==> config.mk <==
export PLATFORM = sky130hd
export DESIGN_NAME = lfpd_front
export DESIGN_NICKNAME = d
export VERILOG_FILES = /design/src/sv/lfpd_pkg.sv /design/src/sv/lfpd_front.sv
export SDC_FILE = /design/constraint.sdc
export NUM_CORES = 1
export LEC_CHECK = 0
export BUFFER_PORTS_ARGS = -buffer_cell sky130_fd_sc_hd__clkbuf_2
export CAP_MARGIN = 15
export CORE_MARGIN = 10
export CORE_UTILIZATION = 55
export CTS_BUF_LIST = sky130_fd_sc_hd__clkbuf_4 sky130_fd_sc_hd__clkbuf_8
export CTS_CLUSTER_SIZE = 28
export DETAILED_ROUTE_END_ITERATION = 10
export PLACE_DENSITY = 0.91
export SLEW_MARGIN = 15
export SYNTH_ARGS = -nofsm -noshare
export SYNTH_HDL_FRONTEND = slang
export SYNTH_SLANG_ARGS = --single-unit
==> constraint.sdc <==
create_clock -name clk -period 16.6 [get_ports clk]
set_clock_uncertainty 0.2 [all_clocks]
set_input_delay 1.66 -clock clk [delete_from_list [all_inputs] [get_ports clk]]
set_output_delay 1.66 -clock clk [all_outputs]
set_load 0.02 [all_outputs]
==> src/sv/lfpd_pkg.sv <==
// ----------------------------------------------------------------------------
// lfpd_pkg: shared types and constants of the line follower PID drive
// Field widths, register reset values, register indexes and the
// transaction format passed from the front end to the back end.
// ----------------------------------------------------------------------------
package lfpd_pkg;

  localparam int SENSORS_PER_GROUP  = 4;
  localparam int SAMPLE_BITS        = 12;
  localparam int GAIN_FRACTION_BITS = 16;

  localparam int GAIN_W   = 24;
  localparam int DRIVE_W  = 12;
  localparam int ILIM_W   = 20;
  localparam int CFG_W    = 24;
  localparam int CFG_IDX_W = 3;

  localparam int SUM_W   = SAMPLE_BITS + $clog2(SENSORS_PER_GROUP);
  localparam int ERR_W   = SUM_W + 1;
  localparam int DIFF_W  = ERR_W + 1;
  localparam int DERIV_W = DIFF_W + 7;          // times 100 stays below 2^7
  localparam int ACC_W   = ILIM_W + 1;
  localparam int PROD_P_W = GAIN_W + 1 + ERR_W;
  localparam int PROD_I_W = GAIN_W + 1 + ACC_W;
  localparam int PROD_D_W = GAIN_W + 1 + DERIV_W;
  localparam int PID_W   = PROD_D_W + 2;
  localparam int DUTY_W  = PID_W + 1;

  localparam logic [GAIN_W-1:0]      GAIN_P_RST   = GAIN_W'(18350);
  localparam logic [GAIN_W-1:0]      GAIN_I_RST   = GAIN_W'(0);
  localparam logic [GAIN_W-1:0]      GAIN_D_RST   = GAIN_W'(393);
  localparam logic [DRIVE_W-1:0]     BASE_RST     = DRIVE_W'(700);
  localparam logic [ILIM_W-1:0]      ILIM_RST     = ILIM_W'(1000000);
  localparam logic [DRIVE_W-1:0]     DLIM_RST     = DRIVE_W'(2000);
  localparam logic [SAMPLE_BITS-1:0] MARK_HI_RST  = SAMPLE_BITS'(450);
  localparam logic [SAMPLE_BITS-1:0] MARK_LO_RST  = SAMPLE_BITS'(3800);

  localparam logic [1:0] HITS_TO_HALT = 2'd2;

  typedef enum logic [CFG_IDX_W-1:0] {
    REG_GAIN_P    = 3'd0,
    REG_GAIN_I    = 3'd1,
    REG_GAIN_D    = 3'd2,
    REG_BASE      = 3'd3,
    REG_ILIM      = 3'd4,
    REG_DLIM      = 3'd5,
    REG_MARK_HI   = 3'd6,
    REG_MARK_LO   = 3'd7
  } reg_idx_t;

  typedef struct packed {
    logic [GAIN_W-1:0]      gain_p;
    logic [GAIN_W-1:0]      gain_i;
    logic [GAIN_W-1:0]      gain_d;
    logic [DRIVE_W-1:0]     base_drive;
    logic [ILIM_W-1:0]      integral_limit;
    logic [DRIVE_W-1:0]     duty_limit;
    logic [SAMPLE_BITS-1:0] marker_high_threshold;
    logic [SAMPLE_BITS-1:0] marker_low_threshold;
  } cfg_t;

  typedef logic [SENSORS_PER_GROUP-1:0][SAMPLE_BITS-1:0] group_t;

  typedef struct packed {
    logic                     halt;
    logic signed [ERR_W-1:0]  err;
    logic signed [DIFF_W-1:0] diff;
    logic signed [ACC_W-1:0]  acc;
  } entry_t;

endpackage

==> src/sv/lfpd_front.sv <==
// ----------------------------------------------------------------------------
// lfpd_front: sensor front end
// Sums the sensor groups, counts marker hits and runs the error and
// accumulator recurrences for each accepted transaction.
// ----------------------------------------------------------------------------
module lfpd_front (
  input  logic                                clk,
  input  logic                                rst,
  input  lfpd_pkg::cfg_t                      cfg,
  input  logic                                item_valid,
  output logic                                item_stall,
  input  lfpd_pkg::group_t                    group_a,
  input  lfpd_pkg::group_t                    group_b,
  input  logic [lfpd_pkg::SAMPLE_BITS-1:0]    marker_floor,
  input  logic [lfpd_pkg::SAMPLE_BITS-1:0]    marker_mark,
  input  logic                                queue_full,
  output logic                                push,
  output lfpd_pkg::entry_t                    entry
);

  logic signed [lfpd_pkg::ERR_W-1:0]   last_error;
  logic signed [lfpd_pkg::ACC_W-1:0]   error_accumulator;
  logic [1:0]                          marker_hits;

  logic [lfpd_pkg::SUM_W-1:0]          sum_a;
  logic [lfpd_pkg::SUM_W-1:0]          sum_b;
  logic signed [lfpd_pkg::ERR_W-1:0]   err;
  logic signed [lfpd_pkg::ACC_W:0]     acc_raw;
  logic signed [lfpd_pkg::ACC_W:0]     acc_lim;
  logic signed [lfpd_pkg::ACC_W-1:0]   acc_next;
  logic                                hit;
  logic [1:0]                          marker_hits_next;
  logic                                halt;

  assign item_stall = queue_full;
  assign push       = item_valid && !queue_full;

  always_comb begin
    sum_a = '0;
    sum_b = '0;
    for (int i = 0; i < lfpd_pkg::SENSORS_PER_GROUP; i++) begin
      sum_a = sum_a + lfpd_pkg::SUM_W'(group_a[i]);
      sum_b = sum_b + lfpd_pkg::SUM_W'(group_b[i]);
    end
    err = $signed({1'b0, sum_b}) - $signed({1'b0, sum_a});

    hit = (marker_hits != lfpd_pkg::HITS_TO_HALT) &&
          (marker_mark > cfg.marker_high_threshold) &&
          (marker_floor < cfg.marker_low_threshold);
    marker_hits_next = marker_hits + {1'b0, hit};
    halt = (marker_hits_next == lfpd_pkg::HITS_TO_HALT);

    // clamp the accumulator to the symmetric integral limit
    acc_raw = (lfpd_pkg::ACC_W+1)'(error_accumulator) + (lfpd_pkg::ACC_W+1)'(err);
    acc_lim = $signed({2'b00, cfg.integral_limit});
    if (acc_raw > acc_lim) begin
      acc_next = lfpd_pkg::ACC_W'(acc_lim);
    end else if (acc_raw < -acc_lim) begin
      acc_next = lfpd_pkg::ACC_W'(-acc_lim);
    end else begin
      acc_next = lfpd_pkg::ACC_W'(acc_raw);
    end

    entry.halt = halt;
    entry.err  = err;
    entry.diff = lfpd_pkg::DIFF_W'(err) - lfpd_pkg::DIFF_W'(last_error);
    entry.acc  = acc_next;
  end

  always_ff @(posedge clk) begin
    if (rst) begin
      last_error        <= '0;
      error_accumulator <= '0;
      marker_hits       <= '0;
    end else if (push) begin
      marker_hits <= marker_hits_next;
      // freeze the loop state once stopped
      if (!halt) begin
        last_error        <= err;
        error_accumulator <= acc_next;
      end
    end
  end

endmodule

==> results.json <==
{
  "clock_sinks": 38,
  "syn_area_per_cell_um2": 7.81,
  "setup_viol": 0,
  "wl_per_cell_um": 16.0,
  "ys.flop_type": "dfxtp_1",
  "netlist_area_um2": 8140,
  "hold_viol_final": 0,
  "cp-end-kind": "output pin",
  "synthTopCellsByCount": "inv_1, ha_1, fa_1, nand2_1",
  "die_y_um": 142,
  "hold_start": "last_error[14]",
  "io_buffer_count": 222,
  "area_delta_synth_final_pct": 16.7,
  "synthCells": 1042,
  "fp-row-count": 44,
  "fill_cells": 1275,
  "dieArea_um2": 20100,
  "drtIter0Drc": 483,
  "io_pins": 319,
  "synthArstFlopShare_pct": 0,
  "dp.final_hpwl_um": 20100,
  "grt_pass1_vias": 8033,
  "synth.most_common_cell": "inv_1",
  "ys_types": 67,
  "antenna_left": 0,
  "min_to": "last_error[14]",
  "ff2ff_path_depth": 19,
  "r2r_slack_ps": 10690,
  "synthesis.nets": 1497,
  "post-route-min-period_ps": 13270,
  "drive_above_1_share_pct": 20.5,
  "hold_path_class": "reg2reg",
  "cts-root-buf": "clkbuf_8",
  "hold_path_depth": 2,
  "slew_violations": 0,
  "clkTransAtPathRegs_ps": 70,
  "max_freq_ghz": 0.0753,
  "placed_cell_area_um2": 9380,
  "slowest_stage": "a311oi_4",
  "grt_usage_pct": 22.0,
  "antenna_found_initial": 3,
  "vias": 7846,
  "worstPathArrival_ps": 11410,
  "grt_start_max_net_pins": 54,
  "critPathKind": "in2out",
  "reg2reg_to": "error_accumulator[20]",
  "crit-reg2reg-launch": "error_accumulator[0]",
  "dieWidth_um": 142,
  "ctsHoldBuffers": 0,
  "synth_enable_flop_cells": 0,
  "maxCapViolCount": 0,
  "ys_seq_area_share_pct": 9.35,
  "routed_wirelength_um": 22800,
  "finalCritPeriodShare_pct": 80.0,
  "worst_ep_required_time_ps": 14740,
  "synth.area.top_cells": "fa_1, ha_1, inv_1",
  "cts_buffers": 5,
  "cts.repair.resized": 0,
  "place_congestion": 0.978,
  "grt_overflow_total": 0,
  "worstMarginPinSlew_ps": 1080,
  "worst_path_largest_cell_delay_ps": 980,
  "clk_path_buf_depth": 2,
  "grt_pass1_wl_um": 37300,
  "num-nets-final": 1698,
  "ys_warn_count": 0,
  "cts_tree": "built",
  "cp-start-kind": "primary input",
  "ys_seq_elements": 38,
  "post_cts_buffers": 0,
  "max_slew_margin_pct": 28.2,
  "htreeDepth": 2,
  "drc": 0,
  "design_area_um2": 9500,
  "critical_path.max_fanout": 27,
  "first_pass_iters": 5,
  "run_status": "finished, final reports clean",
  "viasPerCell": 5.49,
  "synth_top_area_share_pct": 18.5,
  "rsz0062_at_grt": "false",
  "start_util_pct": 56.0,
  "yosysTopAreaCell": "fa_1",
  "cp-startpoint": "group_a[13]",
  "tns_ps": 0,
  "coreArea_um2": 14500,
  "worstSkewPairLatency_ps": 300
}
## worst max path at each step
| stage | to | slack (ps) | depth (start not counted) |
|---|---|---|---|
| 6_report | entry[0] | 3330 | 38 |
| 5_1_grt | entry[0] | 2680 | 38 |
| 4_1_cts | entry[0] | 3430 | 38 |
| 3_5_place_dp | entry[0] | 3470 | 38 |
| 3_3_place_gp | entry[0] | 3640 | 38 |
| 2_1_floorplan | entry[5] | 4930 | 34 |
## layout by cell type, fill, tap and decap left out, types with 21 or more instances in the layout
cell type and count:
fa_1 75, dfxtp_1 38, xnor2_1 45, nand3_1 21
a21o_1 22, inv_1 225, o21ai_0 44, a21oi_1 66
clkbuf_2 222, nor2_1 66, nand2_1 71, ha_1 116
## per-stage QoR
stage / worst slack (ps) / util [%] / hold slack [ps] / instances
3_5_place_dp: 3470 / 64.6 / 247 / 1419
4_1_cts: 3430 / 65.1 / 258 / 1426
5_1_grt: 2680 / 65.3 / 283 / 1427
6_report: 3330 / 65.3 / 255 / 1428
2_1_floorplan: 4930 / - / 236 / 1042
3_3_place_gp: 3640 / 64.6 / 243 / 1419
## logic make-up after synthesis
| family | Yosys count | synth area share, % |
|---|---|---|
| buffers and inverters | 260 | 12.4 |
| flip-flops | 38 | 9.35 |
| multiplexers | 14 | 1.75 |
| AO/OA/AOI/OAI | 242 | 20.0 |
| XOR/XNOR | 54 | 5.90 |
| AND/OR/NAND/NOR | 243 | 14.3 |
| adder cells (fa/ha/maj) | 191 | 36.3 |
## state kept, by name (all words and copies together) (netlist names)
| name | flops |
|---|---|
| error_accumulator | 21 |
| last_error | 15 |
| marker_hits | 2 |
## metal layers
layer / vias up / GRT usage [%] / part of all wire, %
met4: 4 / 4.68 / 2.0
li1: 3893 / - / -
met2: 308 / 37.8 / 48
met5: - / 0 / 0.14
met3: 40 / 7.74 / 9.5
met1: 3601 / 25.8 / 41
## area by class of cell
type,count,area [um^2],area share [%]
multi-input cells,744,6390,67.3
repair buffers,229,1180,12.5
inverters,225,845,8.89
flip-flops and latches,38,761,8.01
well taps,184,230,2.42
clock buffers,7,83.8,0.883
diodes,1,2.50,0.0264
## worst max-delay path: cells and delay by family
| kind | cells | cell delay, ps |
|---|---|---|
| AOI/OAI and AO/OA | 15 | 4050 |
| and+or+nand+nor | 6 | 1070 |
| buffers and inverters | 8 | 940 |
| adders and majority gates | 8 | 3240 |
| xor gates and xnor gates | 1 | 450 |
Power is left out: the tool's default activity adds up to more than one toggle a clock period on the data nets, which glitch-free logic cannot reach.
