--- config.mk ---
export PLATFORM = sky130hd
export DESIGN_NAME = lfpd_back
export DESIGN_NICKNAME = d
export VERILOG_FILES = /design/src/sv/lfpd_pkg.sv /design/src/sv/lfpd_back.sv
export SDC_FILE = /design/constraint.sdc
export NUM_CORES = 2
export LEC_CHECK = 0
export BUFFER_PORTS_ARGS = -buffer_cell sky130_fd_sc_hd__buf_2
export CORE_ASPECT_RATIO = 0.75
export CORE_MARGIN = 2
export CORE_UTILIZATION = 65
export DETAILED_ROUTE_END_ITERATION = 8
export PLACE_DENSITY = 0.83
export SLEW_MARGIN = 5
export SYNTH_ARGS = -nofsm -noshare
export SYNTH_HDL_FRONTEND = slang
export SYNTH_SLANG_ARGS = --single-unit
--- constraint.sdc ---
create_clock -name clk -period 12.3 [get_ports clk]
set_clock_uncertainty 0.05 [all_clocks]
set_input_delay 1.23 -clock clk [delete_from_list [all_inputs] [get_ports clk]]
set_output_delay 1.23 -clock clk [all_outputs]
set_load 0.01 [all_outputs]
--- src/sv/lfpd_pkg.sv ---
// ----------------------------------------------------------------------------
// lfpd_pkg: shared types and constants of the line follower PID drive
// Field widths, register reset values, register indexes and the
// transaction format passed from the front end to the back end.
// ----------------------------------------------------------------------------
package lfpd_pkg;

  localparam int SENSORS_PER_GROUP  = 4;
  localparam int SAMPLE_BITS        = 12;
  localparam int GAIN_FRACTION_BITS = 16;

  localparam int GAIN_W   = 24;
  localparam int DRIVE_W  = 12;
  localparam int ILIM_W   = 20;
  localparam int CFG_W    = 24;
  localparam int CFG_IDX_W = 3;

  localparam int SUM_W   = SAMPLE_BITS + $clog2(SENSORS_PER_GROUP);
  localparam int ERR_W   = SUM_W + 1;
  localparam int DIFF_W  = ERR_W + 1;
  localparam int DERIV_W = DIFF_W + 7;          // times 100 stays below 2^7
  localparam int ACC_W   = ILIM_W + 1;
  localparam int PROD_P_W = GAIN_W + 1 + ERR_W;
  localparam int PROD_I_W = GAIN_W + 1 + ACC_W;
  localparam int PROD_D_W = GAIN_W + 1 + DERIV_W;
  localparam int PID_W   = PROD_D_W + 2;
  localparam int DUTY_W  = PID_W + 1;

  localparam logic [GAIN_W-1:0]      GAIN_P_RST   = GAIN_W'(18350);
  localparam logic [GAIN_W-1:0]      GAIN_I_RST   = GAIN_W'(0);
  localparam logic [GAIN_W-1:0]      GAIN_D_RST   = GAIN_W'(393);
  localparam logic [DRIVE_W-1:0]     BASE_RST     = DRIVE_W'(700);
  localparam logic [ILIM_W-1:0]      ILIM_RST     = ILIM_W'(1000000);
  localparam logic [DRIVE_W-1:0]     DLIM_RST     = DRIVE_W'(2000);
  localparam logic [SAMPLE_BITS-1:0] MARK_HI_RST  = SAMPLE_BITS'(450);
  localparam logic [SAMPLE_BITS-1:0] MARK_LO_RST  = SAMPLE_BITS'(3800);

  localparam logic [1:0] HITS_TO_HALT = 2'd2;

  typedef enum logic [CFG_IDX_W-1:0] {
    REG_GAIN_P    = 3'd0,
    REG_GAIN_I    = 3'd1,
    REG_GAIN_D    = 3'd2,
    REG_BASE      = 3'd3,
    REG_ILIM      = 3'd4,
    REG_DLIM      = 3'd5,
    REG_MARK_HI   = 3'd6,
    REG_MARK_LO   = 3'd7
  } reg_idx_t;

  typedef struct packed {
    logic [GAIN_W-1:0]      gain_p;
    logic [GAIN_W-1:0]      gain_i;
    logic [GAIN_W-1:0]      gain_d;
    logic [DRIVE_W-1:0]     base_drive;
    logic [ILIM_W-1:0]      integral_limit;
    logic [DRIVE_W-1:0]     duty_limit;
    logic [SAMPLE_BITS-1:0] marker_high_threshold;
    logic [SAMPLE_BITS-1:0] marker_low_threshold;
  } cfg_t;

  typedef logic [SENSORS_PER_GROUP-1:0][SAMPLE_BITS-1:0] group_t;

  typedef struct packed {
    logic                     halt;
    logic signed [ERR_W-1:0]  err;
    logic signed [DIFF_W-1:0] diff;
    logic signed [ACC_W-1:0]  acc;
  } entry_t;

endpackage

--- src/sv/lfpd_back.sv ---
// ----------------------------------------------------------------------------
// lfpd_back: PID back end
// Derivative scaling, gain multiplies, sum, and wheel duty clamp and split,
// one stage each, ending in the result register.
// ----------------------------------------------------------------------------
module lfpd_back (
  input  logic                              clk,
  input  logic                              rst,
  input  lfpd_pkg::cfg_t                    cfg,
  input  logic                              head_valid,
  input  lfpd_pkg::entry_t                  head,
  output logic                              pop,
  output logic                              result_valid,
  input  logic                              result_stall,
  output logic                              left_forward,
  output logic [lfpd_pkg::DRIVE_W-1:0]      left_duty,
  output logic                              right_forward,
  output logic [lfpd_pkg::DRIVE_W-1:0]      right_duty,
  output logic                              halted,
  output logic signed [lfpd_pkg::ERR_W-1:0] line_error
);

  localparam int FB = lfpd_pkg::GAIN_FRACTION_BITS;
  localparam int DW = lfpd_pkg::DUTY_W;

  logic advance;

  // stage 1: derivative term
  logic                                  s1_valid;
  logic                                  s1_halt;
  logic signed [lfpd_pkg::ERR_W-1:0]     s1_err;
  logic signed [lfpd_pkg::ACC_W-1:0]     s1_acc;
  logic signed [lfpd_pkg::DERIV_W-1:0]   s1_deriv;
  logic signed [lfpd_pkg::DERIV_W-1:0]   diff_ext;
  logic signed [lfpd_pkg::DERIV_W-1:0]   deriv_next;

  // stage 2: gain products
  logic                                  s2_valid;
  logic                                  s2_halt;
  logic signed [lfpd_pkg::ERR_W-1:0]     s2_err;
  logic signed [lfpd_pkg::PROD_P_W-1:0]  s2_prod_p;
  logic signed [lfpd_pkg::PROD_I_W-1:0]  s2_prod_i;
  logic signed [lfpd_pkg::PROD_D_W-1:0]  s2_prod_d;

  // stage 3: controller output
  logic                                  s3_valid;
  logic                                  s3_halt;
  logic signed [lfpd_pkg::ERR_W-1:0]     s3_err;
  logic signed [lfpd_pkg::PID_W-1:0]     s3_pid;

  logic signed [DW-1:0]                  base_fx;
  logic signed [DW-1:0]                  left_raw;
  logic signed [DW-1:0]                  right_raw;
  logic [lfpd_pkg::DRIVE_W:0]            left_drive;
  logic [lfpd_pkg::DRIVE_W:0]            right_drive;

  // clamp to the duty limit, return {direction, magnitude}
  function automatic logic [lfpd_pkg::DRIVE_W:0] drive_of(
    input logic signed [DW-1:0]              duty,
    input logic [lfpd_pkg::DRIVE_W-1:0]      limit
  );
    logic signed [DW-1:0] lim;
    logic signed [DW-1:0] clamped;
    logic signed [DW-1:0] mag;
    lim = $signed({{(DW-lfpd_pkg::DRIVE_W-FB){1'b0}}, limit, {FB{1'b0}}});
    if (duty > lim) begin
      clamped = lim;
    end else if (duty < -lim) begin
      clamped = -lim;
    end else begin
      clamped = duty;
    end
    mag = clamped[DW-1] ? -clamped : clamped;
    return {~clamped[DW-1], mag[FB+lfpd_pkg::DRIVE_W-1:FB]};
  endfunction

  assign advance = !result_valid || !result_stall;
  assign pop     = advance && head_valid;

  always_comb begin
    // times 100 as 64 + 32 + 4
    diff_ext   = lfpd_pkg::DERIV_W'(head.diff);
    deriv_next = (diff_ext <<< 6) + (diff_ext <<< 5) + (diff_ext <<< 2);

    base_fx   = $signed({{(DW-lfpd_pkg::DRIVE_W-FB){1'b0}}, cfg.base_drive, {FB{1'b0}}});
    left_raw  = DW'(s3_pid) - base_fx;
    right_raw = -DW'(s3_pid) - base_fx;
    left_drive  = drive_of(left_raw, cfg.duty_limit);
    right_drive = drive_of(right_raw, cfg.duty_limit);
  end

  always_ff @(posedge clk) begin
    if (advance) begin
      s1_halt   <= head.halt;
      s1_err    <= head.err;
      s1_acc    <= head.acc;
      s1_deriv  <= deriv_next;

      s2_halt   <= s1_halt;
      s2_err    <= s1_err;
      s2_prod_p <= lfpd_pkg::PROD_P_W'($signed({1'b0, cfg.gain_p}))
                 * lfpd_pkg::PROD_P_W'(s1_err);
      s2_prod_i <= lfpd_pkg::PROD_I_W'($signed({1'b0, cfg.gain_i}))
                 * lfpd_pkg::PROD_I_W'(s1_acc);
      s2_prod_d <= lfpd_pkg::PROD_D_W'($signed({1'b0, cfg.gain_d}))
                 * lfpd_pkg::PROD_D_W'(s1_deriv);

      s3_halt   <= s2_halt;
      s3_err    <= s2_err;
      s3_pid    <= lfpd_pkg::PID_W'(s2_prod_p) + lfpd_pkg::PID_W'(s2_prod_i)
                 + lfpd_pkg::PID_W'(s2_prod_d);

      line_error <= s3_err;
      halted     <= s3_halt;
      // stopped: forward, zero duty on both wheels
      if (s3_halt) begin
        left_forward  <= 1'b1;
        left_duty     <= '0;
        right_forward <= 1'b1;
        right_duty    <= '0;
      end else begin
        left_forward  <= left_drive[lfpd_pkg::DRIVE_W];
        left_duty     <= left_drive[lfpd_pkg::DRIVE_W-1:0];
        right_forward <= right_drive[lfpd_pkg::DRIVE_W];
        right_duty    <= right_drive[lfpd_pkg::DRIVE_W-1:0];
      end
    end
  end

  always_ff @(posedge clk) begin
    if (rst) begin
      s1_valid     <= 1'b0;
      s2_valid     <= 1'b0;
      s3_valid     <= 1'b0;
      result_valid <= 1'b0;
    end else if (advance) begin
      s1_valid     <= head_valid;
      s2_valid     <= s1_valid;
      s3_valid     <= s2_valid;
      result_valid <= s3_valid;
    end
  end

endmodule

==> metrics.md <==
| Metric | Value |
|---|---|
| Outcome | finished clean |
| CTS Root Cell | clkbuf_16 |
| Fmax | 107.4 MHz |
| Commonest non-fill, non-tap cell in the layout | inv_1 |
| First-pass GRT wire length | 291300 um |
| Total track usage | 0.3456 |
| Clock slew at reported path FFs | 70 ps |
| CTS H-tree depth | 2 |
| Slew Viols, Final | 0 |
| Synthesis-to-finish area growth | 4.805% |
| Critical path type | register to register |
| CTS tree | done |
| Sink Count | 317 |
| Num ports | 241 |
| Port-buffer cells | 196 |
| # fillers | 7710 |
| Iter 0 DRT Violations | 4586 |
| Worst Path Max Fanout | 24 |
| Setup_tns | 0 ps |
| Post-CTS Setup Bufs | 0 |
| EDFF count, synth | 313 |
| Register area | 9479 um^2 |
| Initial antenna violation count | 3 |
| Relative slew slack | 0.09174 |
| Post-Synthesis Net Count | 9462 |
| Mean routed wirelength per cell | 20.60 um |
| Async SR Flop Fraction | 0 |
| Die Area | 107100 um^2 |
| CP max stage delay | 1070 ps |
| Synth warnings | 0 |
| TritonCTS Buffers | 41 |
| Total number of vias | 51550 |
| Nets | 9461 |
| Row cnt | 102 |
| WP data required | 12610 ps |
| Final Hold Fails | 0 |
| Longest Clk Path Bufs | 3 |
| RSZ-0062 raised after global routing | no |
| Worst reg2reg setup slack | 2990 ps |
| Vias/cell | 5.937 |
| Resized cells post-CTS | 0 |
| Initial Util | 0.6572 |
| Gate count of the mapped netlist | 7298 |
| DIE HEIGHT | 284.0 um |
| # setup viols final | 0 |
| Core ar. | 103400 um^2 |
| Die width | 377.3 um |
| WL final | 178900 um |
| Post-synth cell types | 104 |
| DR DRC count | 0 |
| Post-route minimum period | 9310 ps |
| Flops & latches, synth | 317 |
| Final ANT Viol Nets | 0 |
| Number of global-route vias before repair | 54750 |
| Final worst setup slack | 2990 ps |
| Post-CTS Hold Buffers | 0 |
| CP dominant cell by count | fa_1 |
| Reg2Reg Launch Point | s1_acc[3]$_DFFE_PN_ |
| DRT Pass-1 Iters | 6 |
| Gr ovfl total | 0 |
| Mapped Area | 67930 um^2 |
| Share of cells above drive strength 1 | 0.04831 |
| DPL Wire Length | 143100 um |
| Main synth FF type | edfxtp_1 |
| WP buf/inv | 6 |
| Cell family with most CP delay | adder cells |
| Worst Setup Start Kind | register |
| Largest net degree at the start of global routing | 176 |
| Most frequent cells in the layout | inv_1, fa_1, nand2_1 |
| Critical hold path startpoint | s2_err[5]$_DFFE_PN_ |
| Area taken by multi-input logic gates | 51700 um^2 |
| Tightest Pin Transition | 1362 ps |
| Maxcap violations | 0 |
| Synthesized area per cell | 9.308 um^2 |
| Worst Hold Class | register to register |
| RD Place Congestion | 1.002 |
| Pre-CTS setup slack | 2574 ps |
| Critical Path Source | s1_acc[3]$_DFFE_PN_ |
| CP Capture Type | register |
| Arr. time, crit path | 9620 ps |
| Sequential share of the synthesized area | 0.1395 |
| Slowest-stage cell, CP | a2111oi_0 |
| Latest clock arrival within the worst-skew pair | 640 ps |
| Final period utilization | 0.7569 |
## cells by family (layout without fill, tap and decap cells)
logic type / Yosys count / after routing / share of synthesized area
DFF: 317 / 317 / 0.1395
xor gates and xnor gates: 256 / 256 / 0.03301
muxes: 21 / 21 / 0.003297
buffers and inverters: 1791 / 1820 / 0.09946
and+or+nand+nor: 2167 / 2167 / 0.1553
adders and majority gates: 1967 / 1967 / 0.4928
other: 0 / 4 / 0
AOI/OAI and AO/OA: 779 / 779 / 0.07660
## worst register-to-register path: cells and delay by family, from the launching register on
family	cells	cell delay, ps
adders and majority gates	8	3880
DFF	1	1050
and+or+nand+nor	4	730
buffers and inverters	6	310
AOI/OAI and AO/OA	9	2880
xor gates and xnor gates	1	130
## per-stage QoR
stage          instance area, um^2    util  hold WS [ps]  instances
2_1_floorplan                67930       -         350.3       7298
3_3_place_gp                 69810  0.6754         350.2       8606
3_5_place_dp                 69810  0.6754         354.5       8606
4_1_cts                      71190  0.6886         356.7       8679
5_1_grt                      71190  0.6887         364.9       8681
6_report                     71200  0.6887         362.4       8683
## per-layer routing
| layer | up-vias | track usage | wire length (um) |
|---|---|---|---|
| met3 | 410 | 0.07436 | 20140 |
| met5 | - | 0 | 0 |
| met2 | 2758 | 0.5248 | 78970 |
| met1 | 25580 | 0.4896 | 72290 |
| met4 | 0 | 0.1301 | 7447 |
| li1 | 22800 | - | - |
## final timing paths
path                             endpoint  cells past startpoint
setup reg to reg  s2_prod_i[43]$_DFFE_PN_                     28
setup / recovery  s2_prod_i[43]$_DFFE_PN_                     28
hold reg to reg       s3_err[5]$_DFFE_PN_                      0
hold / removal        s3_err[5]$_DFFE_PN_                      0
## sequential cells by signal, indices dropped and copies added, names as in the netlist, 21 cells and up
register,cells
s2_prod_p,40
s2_prod_i,46
s1_deriv,21
s2_prod_d,46
s1_acc,21
s3_pid,49
## synth_stat cells (all sizes together), types with 12 or more instances
library cell  number  share of area
inv             1518          0.084
fa              1181           0.35
nand2            940          0.052
ha               786           0.14
and2             533          0.049
edfxtp           313           0.14
clkbuf           253          0.014
a21oi            239          0.018
nor2             232          0.013
xnor2            199          0.026
o21ai            150          0.011
a21o              94          0.010
nand3             83         0.0061
nand2b            81         0.0075
nor3              68         0.0052
xor2              57         0.0073
nand4             46         0.0042
nor2b             45         0.0042
o21a              45         0.0050
nor4              36         0.0033
o21bai            36         0.0041
and3              26         0.0024
or3               22         0.0020
a211oi            21         0.0025
buf               20         0.0016
a21boi            19         0.0022
a31oi             19         0.0017
o31ai             19         0.0022
a2111oi           16         0.0029
o211ai            15         0.0017
or2               14         0.0013
mux2i             13         0.0019
or4               12         0.0014
## area by class of cell
class / count / area share
well taps: 1352 / 0.02376
multi-input cells: 5190 / 0.7262
clock buffers: 44 / 0.01457
diodes: 4 / 0.0001406
repair buffers: 229 / 0.01743
inverters: 1518 / 0.08003
flip-flops and latches: 317 / 0.1331
clock inverters: 29 / 0.004710
Power is not shown: default switching activity piles up to over one toggle a cycle in this logic, so the estimate is an artifact.
