[config.mk]
export PLATFORM = sky130hd
export DESIGN_NAME = lfpd_queue
export DESIGN_NICKNAME = d
export VERILOG_FILES = /design/src/sv/lfpd_pkg.sv /design/src/sv/lfpd_queue.sv
export SDC_FILE = /design/constraint.sdc
export NUM_CORES = 1
export LEC_CHECK = 0
export ABC_AREA = 1
export BUFFER_PORTS_ARGS = -buffer_cell sky130_fd_sc_hd__buf_4
export CAP_MARGIN = 20
export CELL_PAD_IN_SITES_DETAIL_PLACEMENT = 0
export CELL_PAD_IN_SITES_GLOBAL_PLACEMENT = 1
export CORE_UTILIZATION = 47
export DETAILED_ROUTE_END_ITERATION = 7
export GPL_TIMING_DRIVEN = 0
export HOLD_SLACK_MARGIN = 0.06
export PLACE_DENSITY = 0.8
export SETUP_SLACK_MARGIN = 0.02
export SYNTH_ARGS = -nofsm -noshare
export SYNTH_HDL_FRONTEND = slang
export SYNTH_SLANG_ARGS = --single-unit
[constraint.sdc]
create_clock -name clk -period 2.9 [get_ports clk]
set_input_delay 0.435 -clock clk [delete_from_list [all_inputs] [get_ports clk]]
set_output_delay 0.435 -clock clk [all_outputs]
set_load 0.01 [all_outputs]
[src/sv/lfpd_pkg.sv]
// ----------------------------------------------------------------------------
// lfpd_pkg: shared types and constants of the line follower PID drive
// Field widths, register reset values, register indexes and the
// transaction format passed from the front end to the back end.
// ----------------------------------------------------------------------------
package lfpd_pkg;

  localparam int SENSORS_PER_GROUP  = 4;
  localparam int SAMPLE_BITS        = 12;
  localparam int GAIN_FRACTION_BITS = 16;

  localparam int GAIN_W   = 24;
  localparam int DRIVE_W  = 12;
  localparam int ILIM_W   = 20;
  localparam int CFG_W    = 24;
  localparam int CFG_IDX_W = 3;

  localparam int SUM_W   = SAMPLE_BITS + $clog2(SENSORS_PER_GROUP);
  localparam int ERR_W   = SUM_W + 1;
  localparam int DIFF_W  = ERR_W + 1;
  localparam int DERIV_W = DIFF_W + 7;          // times 100 stays below 2^7
  localparam int ACC_W   = ILIM_W + 1;
  localparam int PROD_P_W = GAIN_W + 1 + ERR_W;
  localparam int PROD_I_W = GAIN_W + 1 + ACC_W;
  localparam int PROD_D_W = GAIN_W + 1 + DERIV_W;
  localparam int PID_W   = PROD_D_W + 2;
  localparam int DUTY_W  = PID_W + 1;

  localparam logic [GAIN_W-1:0]      GAIN_P_RST   = GAIN_W'(18350);
  localparam logic [GAIN_W-1:0]      GAIN_I_RST   = GAIN_W'(0);
  localparam logic [GAIN_W-1:0]      GAIN_D_RST   = GAIN_W'(393);
  localparam logic [DRIVE_W-1:0]     BASE_RST     = DRIVE_W'(700);
  localparam logic [ILIM_W-1:0]      ILIM_RST     = ILIM_W'(1000000);
  localparam logic [DRIVE_W-1:0]     DLIM_RST     = DRIVE_W'(2000);
  localparam logic [SAMPLE_BITS-1:0] MARK_HI_RST  = SAMPLE_BITS'(450);
  localparam logic [SAMPLE_BITS-1:0] MARK_LO_RST  = SAMPLE_BITS'(3800);

  localparam logic [1:0] HITS_TO_HALT = 2'd2;

  typedef enum logic [CFG_IDX_W-1:0] {
    REG_GAIN_P    = 3'd0,
    REG_GAIN_I    = 3'd1,
    REG_GAIN_D    = 3'd2,
    REG_BASE      = 3'd3,
    REG_ILIM      = 3'd4,
    REG_DLIM      = 3'd5,
    REG_MARK_HI   = 3'd6,
    REG_MARK_LO   = 3'd7
  } reg_idx_t;

  typedef struct packed {
    logic [GAIN_W-1:0]      gain_p;
    logic [GAIN_W-1:0]      gain_i;
    logic [GAIN_W-1:0]      gain_d;
    logic [DRIVE_W-1:0]     base_drive;
    logic [ILIM_W-1:0]      integral_limit;
    logic [DRIVE_W-1:0]     duty_limit;
    logic [SAMPLE_BITS-1:0] marker_high_threshold;
    logic [SAMPLE_BITS-1:0] marker_low_threshold;
  } cfg_t;

  typedef logic [SENSORS_PER_GROUP-1:0][SAMPLE_BITS-1:0] group_t;

  typedef struct packed {
    logic                     halt;
    logic signed [ERR_W-1:0]  err;
    logic signed [DIFF_W-1:0] diff;
    logic signed [ACC_W-1:0]  acc;
  } entry_t;

endpackage

[src/sv/lfpd_queue.sv]
// ----------------------------------------------------------------------------
// lfpd_queue: four-entry transaction queue
// Decouples the front end from the back end pipeline.
// ----------------------------------------------------------------------------
module lfpd_queue (
  input  logic             clk,
  input  logic             rst,
  input  logic             push,
  input  lfpd_pkg::entry_t push_entry,
  output logic             full,
  input  logic             pop,
  output logic             head_valid,
  output lfpd_pkg::entry_t head
);

  localparam int DEPTH = 4;
  localparam int PTR_W = $clog2(DEPTH);

  lfpd_pkg::entry_t      slots [DEPTH];
  logic [PTR_W-1:0]      wr_ptr;
  logic [PTR_W-1:0]      rd_ptr;
  logic [PTR_W:0]        count;
  logic                  do_pop;

  assign full       = (count == (PTR_W+1)'(DEPTH));
  assign head_valid = (count != '0);
  assign head       = slots[rd_ptr];
  assign do_pop     = pop && head_valid;

  always_ff @(posedge clk) begin
    if (push) begin
      slots[wr_ptr] <= push_entry;
    end
  end

  always_ff @(posedge clk) begin
    if (rst) begin
      wr_ptr <= '0;
      rd_ptr <= '0;
      count  <= '0;
    end else begin
      if (push) begin
        wr_ptr <= wr_ptr + 1'b1;
      end
      if (do_pop) begin
        rd_ptr <= rd_ptr + 1'b1;
      end
      count <= count + (PTR_W+1)'(push) - (PTR_W+1)'(do_pop);
    end
  end

endmodule

==> summary.txt, run 1 <==
Status
  – Status: complete, no violations

Critical path
  – Reg2Reg Depth: 5
  – WP data arrival: 2.03 ns
  – Worst EP required: 2.47 ns
  – FF-to-FF End: slots[2][24]$_DFFE_PP_
  – Startpoint Class: flip-flop
  – CP Class: flip-flop to output port
  – Worst Setup End Kind: output port
  – R2R setup slack: 1.08 ns
  – CP max FO: 10
  – RR Startpoint: wr_ptr[0]$_SDFFE_PP0P_

Layout
  – Nets: 779
  – Share of cells above drive strength 1: 30.6%
  – Antenna fix cells: 0
  – Area delta synth->final: 22.8%
  – # fillers: 1316

Min path
  – WHS Path Cells: 2
  – Hold_sp: rst
  – WHS Endpoint: count[1]$_SDFF_PP0_
  – HP Class: input pin to flip-flop

STA
  – Setup WS post-layout: 0.436 ns
  – Final Max Tran Viols: 0
  – Worst hold slack: 0.0999 ns
  – Finish-stage setup viols: 0
  – Unrepaired setup endpoints after global routing: false
  – Fin Clk Skew: 0.00678 ns
  – Final TNS setup: 0 ns
  – Fin crit period: 2.46 ns
  – F_max: 0.406 GHz
  – Final cycle utilization of the critical path: 85.0%
  – Worst slew pin tran: 0.641 ns
  – Final hold vios: 0
  – Slew headroom: 57.2%

Logic synthesis
  – Number of synthesized flops with an enable pin: 212
  – Leading area contributor after synthesis: edfxtp_1
  – Ys async rst share: 0%
  – FF+latch count, synth: 221
  – Post-synth top area share: 74.9%
  – Syn_nets: 639
  – Cell with the most instances after synthesis: edfxtp_1
  – Largest cells by area after synthesis: edfxtp_1, o21ai_0, nor2_1
  – Sequential share of the synthesized area: 77.0%
  – Synth top cells by count: edfxtp_1, o21ai_0, nor2_1
  – Cell Area, Synth: 8500 um^2
  – Synth cell types: 22
  – Synth Instances: 575
  – Synth Flop Type: edfxtp_1
  – Yosys warns: 0
  – Syn avg cell area: 14.8 um^2

Clocking
  – Clk sinks: 221
  – Hold_buf cts: 0
  – Max H-tree Level: 1
  – Worst-path clk slew: 0.06 ns
  – Post-CTS setup buffers: 0
  – CTS tree: done
  – Clk Tree Root Cell: clkbuf_16
  – Clk buf depth: 3
  – CTS buffer count: 23
  – Cts repair resizes: 0
  – Worst skew pair latency: 0.51 ns

GRT
  – Gr ovfl total: 0
  – GRT Total Usage: 20.6%
  – Vias in the first global route: 5246
  – Antenna violations before repair: 0
  – First-pass GRT wire length: 28.2 mm
  – Largest net degree at the start of global routing: 32

Die
  – Die height: 136 um
  – Core footprint: 17500 um^2
  – Row count: 48
  – Initial Util: 48.6%
  – Die area: 18600 um^2
  – Die Width: 136 um
  – Boundary pin count: 112

Detailed routing
  – Avg Vias per Cell: 5.42
  – DR pass1 iterations: 7
  – Wirelength per Cell: 19.8 um
  – DR iter-0 viols: 274
  – Residual DRC count: 0
  – Via count: 5168
  – Detail Route Antenna Nets: 0
  – WL final: 18.8 mm

Placed design
  – HPWL Detailed: 11.6 mm
  – RD Place Congestion: 0.699
  – Worst slack, placed: 0.947 ns
  – Port-buffer cells: 111

Power
  – Total power draw: 8.78 mW
  – Peak VDD IR: 465 uV
  – Leak: 3.76 nW
  – Total power divided by cell area: 841 nW/um^2

Job
  – Max-cap violations: 0
per-layer routing:
layer / vias to the layer above / part of all wire (%) / track usage [%]
li1: 2421 / - / -
met4: 0 / 1.5 / 6.42
met1: 2523 / 40 / 26.4
met2: 204 / 51 / 35.3
met3: 20 / 7.6 / 3.95
met5: - / 0 / 0
cell usage in the layout, fill, tap and decap left out, drive strengths merged:
cell / synthesis / final
ha: 6 / 6
inv: 18 / 19
dfxtp: 9 / 9
edfxtp: 212 / 212
nand2: 12 / 12
o21ai: 108 / 108
a21oi: 5 / 5
bufinv: 0 / 4
clkbuf: 9 / 34
nand3: 2 / 2
buf: 25 / 140
o22ai: 53 / 53
clkinv: 0 / 8
nor2: 114 / 114
a21boi: 1 / 1
fa: 1 / 1
critical path, stage by stage, from the launching register on:
cell,delay (ns)
dfxtp_1,0.31
buf_6,0.14
inv_6,0.08
clkbuf_1,0.46
o21ai_0,0.15
o22ai_1,0.21
buf_4,0.17
area by class of cell:
cell class                 instances  area (um^2)  share of cell area, %
sequential                       221         6550                   62.7
tap                              225          282                   2.70
clock buffer                      25          583                   5.59
inverter                          18         72.6                  0.695
buffer                            34          221                   2.12
timing repair buffer             115          913                   8.75
clock inverter                    13          163                   1.56
multi-input combinational        302         1660                   15.9
sequential cells by signal, summed over array words and instances, names as in the netlist, named ones only:
name	cells
wr_ptr	2
count	3
rd_ptr	2
slots	212
per-stage QoR:
stage | cells | util (%) | cell area (um^2)
final | 953 | 59.7 | 10400
after global routing | 953 | 59.7 | 10400
after CTS | 953 | 59.7 | 10400
after detailed placement | 915 | 55.5 | 9690
after global placement | 911 | 55.0 | 9610
after floorplan | 575 | - | 8500
how the worst max path moves through the flow:
stage / start / to / cells after the start
detailed placement: flip-flop / head[38] / 6
floorplan: wr_ptr[0]$_SDFFE_PP0P_ / slots[2][0]$_DFFE_PP_ / 4
global route: flip-flop / head[38] / 6
CTS: flip-flop / head[38] / 6
global placement: push / slots[0][17]$_DFFE_PP_ / 3
finish: flip-flop / head[34] / 6
report_power, final:
part / switching [mW] / leakage, nW / internal, mW
Clock: 1.11 / 0.366 / 1.79
Combinational: 1.29 / 1.38 / 0.876
Sequential: 0.0452 / 2.02 / 3.67
Total: 2.44 / 3.76 / 6.34
cell families (layout without fill, tap and decap cells):
family	after synthesis	after routing	synth area share [%]
flip-flops	221	221	77.0
AO/OA/AOI/OAI	167	167	12.1
AND/OR/NAND/NOR	128	128	6.27
buffers and inverters	52	205	3.46
adder cells (fa/ha/maj)	7	7	1.12
(Power assumes the default switching activity.)
==> inputs of run 2 (changes only) <==
clock period = 2.3 ns   (was 2.9 ns; I/O delays follow)
==> summary.txt, run 2 (synthesis results as in run 1) <==
Min path
  – HP Class: input pin to flip-flop

Power
  – Total power draw: 11.2 mW (+27%)
  – Total power divided by cell area: 1020 nW/um^2 (+21%)
  – Peak VDD IR: 590 uV (+27%)
  – Leak: 4.01 nW (+6.5%)

Layout
  – Nets: 833 (+6.9%)
  – Max FFs per register: 212 (unchanged)
  – Fin util: 63.0% (+3.3 points)
  – Commonest non-fill, non-tap cell in the layout: edfxtp_1
  – Area delta synth->final: 29.5%
  – Reg with most FFs: slots
  – Final Cell Area: 11000 um^2 (+5.5%)
  – Most frequent cells in the layout: edfxtp_1, buf_4, o21ai_0
  – Antenna fix cells: 0 (unchanged)
  – # fillers: 1279 (-2.8%)
  – Share of cells above drive strength 1: 28.9% (-1.7 points)
  – Biggest regs: slots (212), count (3)

Critical path
  – Largest delay contributor family on the critical path: buffers and inverters
  – CP max FO: 10 (unchanged)
  – CP dominant cell by count: buf_6
  – CP bufs+invs: 4 (unchanged)
  – CP max stage cell: dfxtp_1
  – CP Class: flip-flop to output port
  – Worst EP required: 1.96 ns (-0.51 ns)
  – Max stage delay on crit path: 0.33 ns (-0.13 ns)
  – Startpoint Class: flip-flop
  – CP cell instances: buf_6 -> buf_6 -> clkbuf_4 -> nor2_1 -> o22ai_1 -> buf_4
  – Worst Setup End Kind: output port
  – WP data arrival: 1.83 ns (-0.20 ns)

STA
  – Finish-stage setup viols: 0 (unchanged)
  – Fin crit period: 2.18 ns
  – Worst hold slack: 0.143 ns (+0.0434 ns)
  – Final cycle utilization of the critical path: 94.7%
  – Final Max Tran Viols: 0 (unchanged)
  – Unrepaired setup endpoints after global routing: false
  – Fin Clk Skew: 0.00562 ns (-0.00116 ns)
  – F_max: 0.459 GHz
  – Final hold vios: 0 (unchanged)
  – Slew headroom: 56.9% (-0.35 points)
  – Worst slew pin tran: 0.646 ns (+0.00528 ns)

Detailed routing
  – WL met3: 1.11 mm (-23%)
  – Top layer in use: met4
  – Detail Route Antenna Nets: 0 (unchanged)
  – Avg Vias per Cell: 5.33 (-1.7%)
  – Wirelength per Cell: 19.2 um (-3.1%)
  – Wl on met1: 7.88 mm (+5.1%)
  – Residual DRC count: 0 (unchanged)
  – Met2 wire length: 10.0 mm (+4.2%)
  – DR iter-0 viols: 283 (+3.3%)
  – DR pass1 iterations: 4 (-3)
  – Via count: 5369 (+3.9%)
  – WL final: 19.3 mm (+2.4%)

GRT
  – Gr ovfl total: 0 (unchanged)
  – Vias in the first global route: 5551 (+5.8%)
  – Largest net degree at the start of global routing: 32 (unchanged)
  – GRT Total Usage: 21.2% (+0.61 points)
  – First-pass GRT wire length: 29.2 mm (+3.4%)
  – Antenna violations before repair: 0 (unchanged)

Die
  – Row count: 48 (unchanged)
  – Core footprint: 17500 um^2 (unchanged)
  – Initial Util: 48.6% (unchanged)
  – Die Width: 136 um (unchanged)
  – Die height: 136 um (unchanged)
  – Boundary pin count: 112 (unchanged)
  – Die area: 18600 um^2 (unchanged)

Clocking
  – Max H-tree Level: 1 (unchanged)
  – Clk sinks: 221 (unchanged)
  – CTS buffer count: 23 (unchanged)
  – Clk Tree Root Cell: clkbuf_16
  – Worst-path clk slew: 0.06 ns (about the same)
  – CTS tree: done
  – Worst skew pair latency: 0.51 ns (about the same)
  – Clk buf depth: 3 (unchanged)
  – Post-CTS setup buffers: 0 (unchanged)

Status
  – Status: complete, no violations

Placed design
  – HPWL Detailed: 11.6 mm (unchanged)
  – Port-buffer cells: 111 (unchanged)
  – Placed cell area: 9690 um^2 (unchanged)
  – RD Place Congestion: 0.699 (unchanged)

Job
  – Max-cap violations: 0 (unchanged)
-- run 2: cell count changes in the layout (fill, tap and decap cells not counted), sizes merged --
| cell | previous run | this run |
|---|---|---|
| buf | 140 | 136 |
| clkbuf | 34 | 38 |
| dlygate4sd3 | 0 | 54 |
-- run 2: worst paths after layout --
kind	startpoint	end	slack, ns	depth (start not counted)
max	flip-flop	head[34]	0.12	6
min	pop	rd_ptr[0]$_SDFFE_PP0P_	0.14	3
max reg2reg	wr_ptr[0]$_SDFFE_PP0P_	slots[2][24]$_DFFE_PP_	0.48	5
min reg2reg	rd_ptr[0]$_SDFFE_PP0P_	rd_ptr[0]$_SDFFE_PP0P_	0.53	2
-- run 2: where the power goes --
part | internal (mW) | switching (mW) | leakage [nW]
clock network | 2.26 | 1.41 | 0.366
logic | 1.19 | 1.65 | 1.62
registers | 4.62 | 0.0571 | 2.02
total | 8.07 | 3.11 | 4.01
-- run 2: area by class of cell --
cell class	instances	area [um^2]	share of cell area, %
Clock inverter	13	163	1.48
Tap cell	225	282	2.56
Sequential cell	221	6550	59.5
Inverter	18	75.1	0.682
Timing Repair Buffer	169	1450	13.2
Buffer	34	248	2.25
Clock buffer	25	583	5.30
Multi-Input combinational cell	302	1660	15.1
-- run 2: stage by stage --
step           setup WS, ns  cells  TNS [ns]
2_1_floorplan         0.270    575         0
3_3_place_gp         -0.618    911   -121.94
3_5_place_dp          0.437    915         0
4_1_cts              0.0399   1007         0
5_1_grt              0.0280   1007         0
6_report              0.121   1007         0
-- run 2: repair_timing --
item / 4_1_cts / 5_1_grt
endpoints found under the hold margin: 214 / 0
gates resized for setup: 7 / 7
hold buffers: 54 / 0
setup endpoints to repair: 18 / 12
-- run 2: tightest hold or removal path: cells and delay by family --
kind | cells | cell delay, ns
buf+inv | 1 | 0.10
simple gates | 1 | 0.08
compound gates | 1 | 0.08
-- run 2: routing by layer --
layer  vias to the layer above  GRT usage (%)
li1                       2533              -
met1                      2653           26.7
met2                       163           37.2
met3                        20           3.69
met4                         0           6.60
met5                         -              0
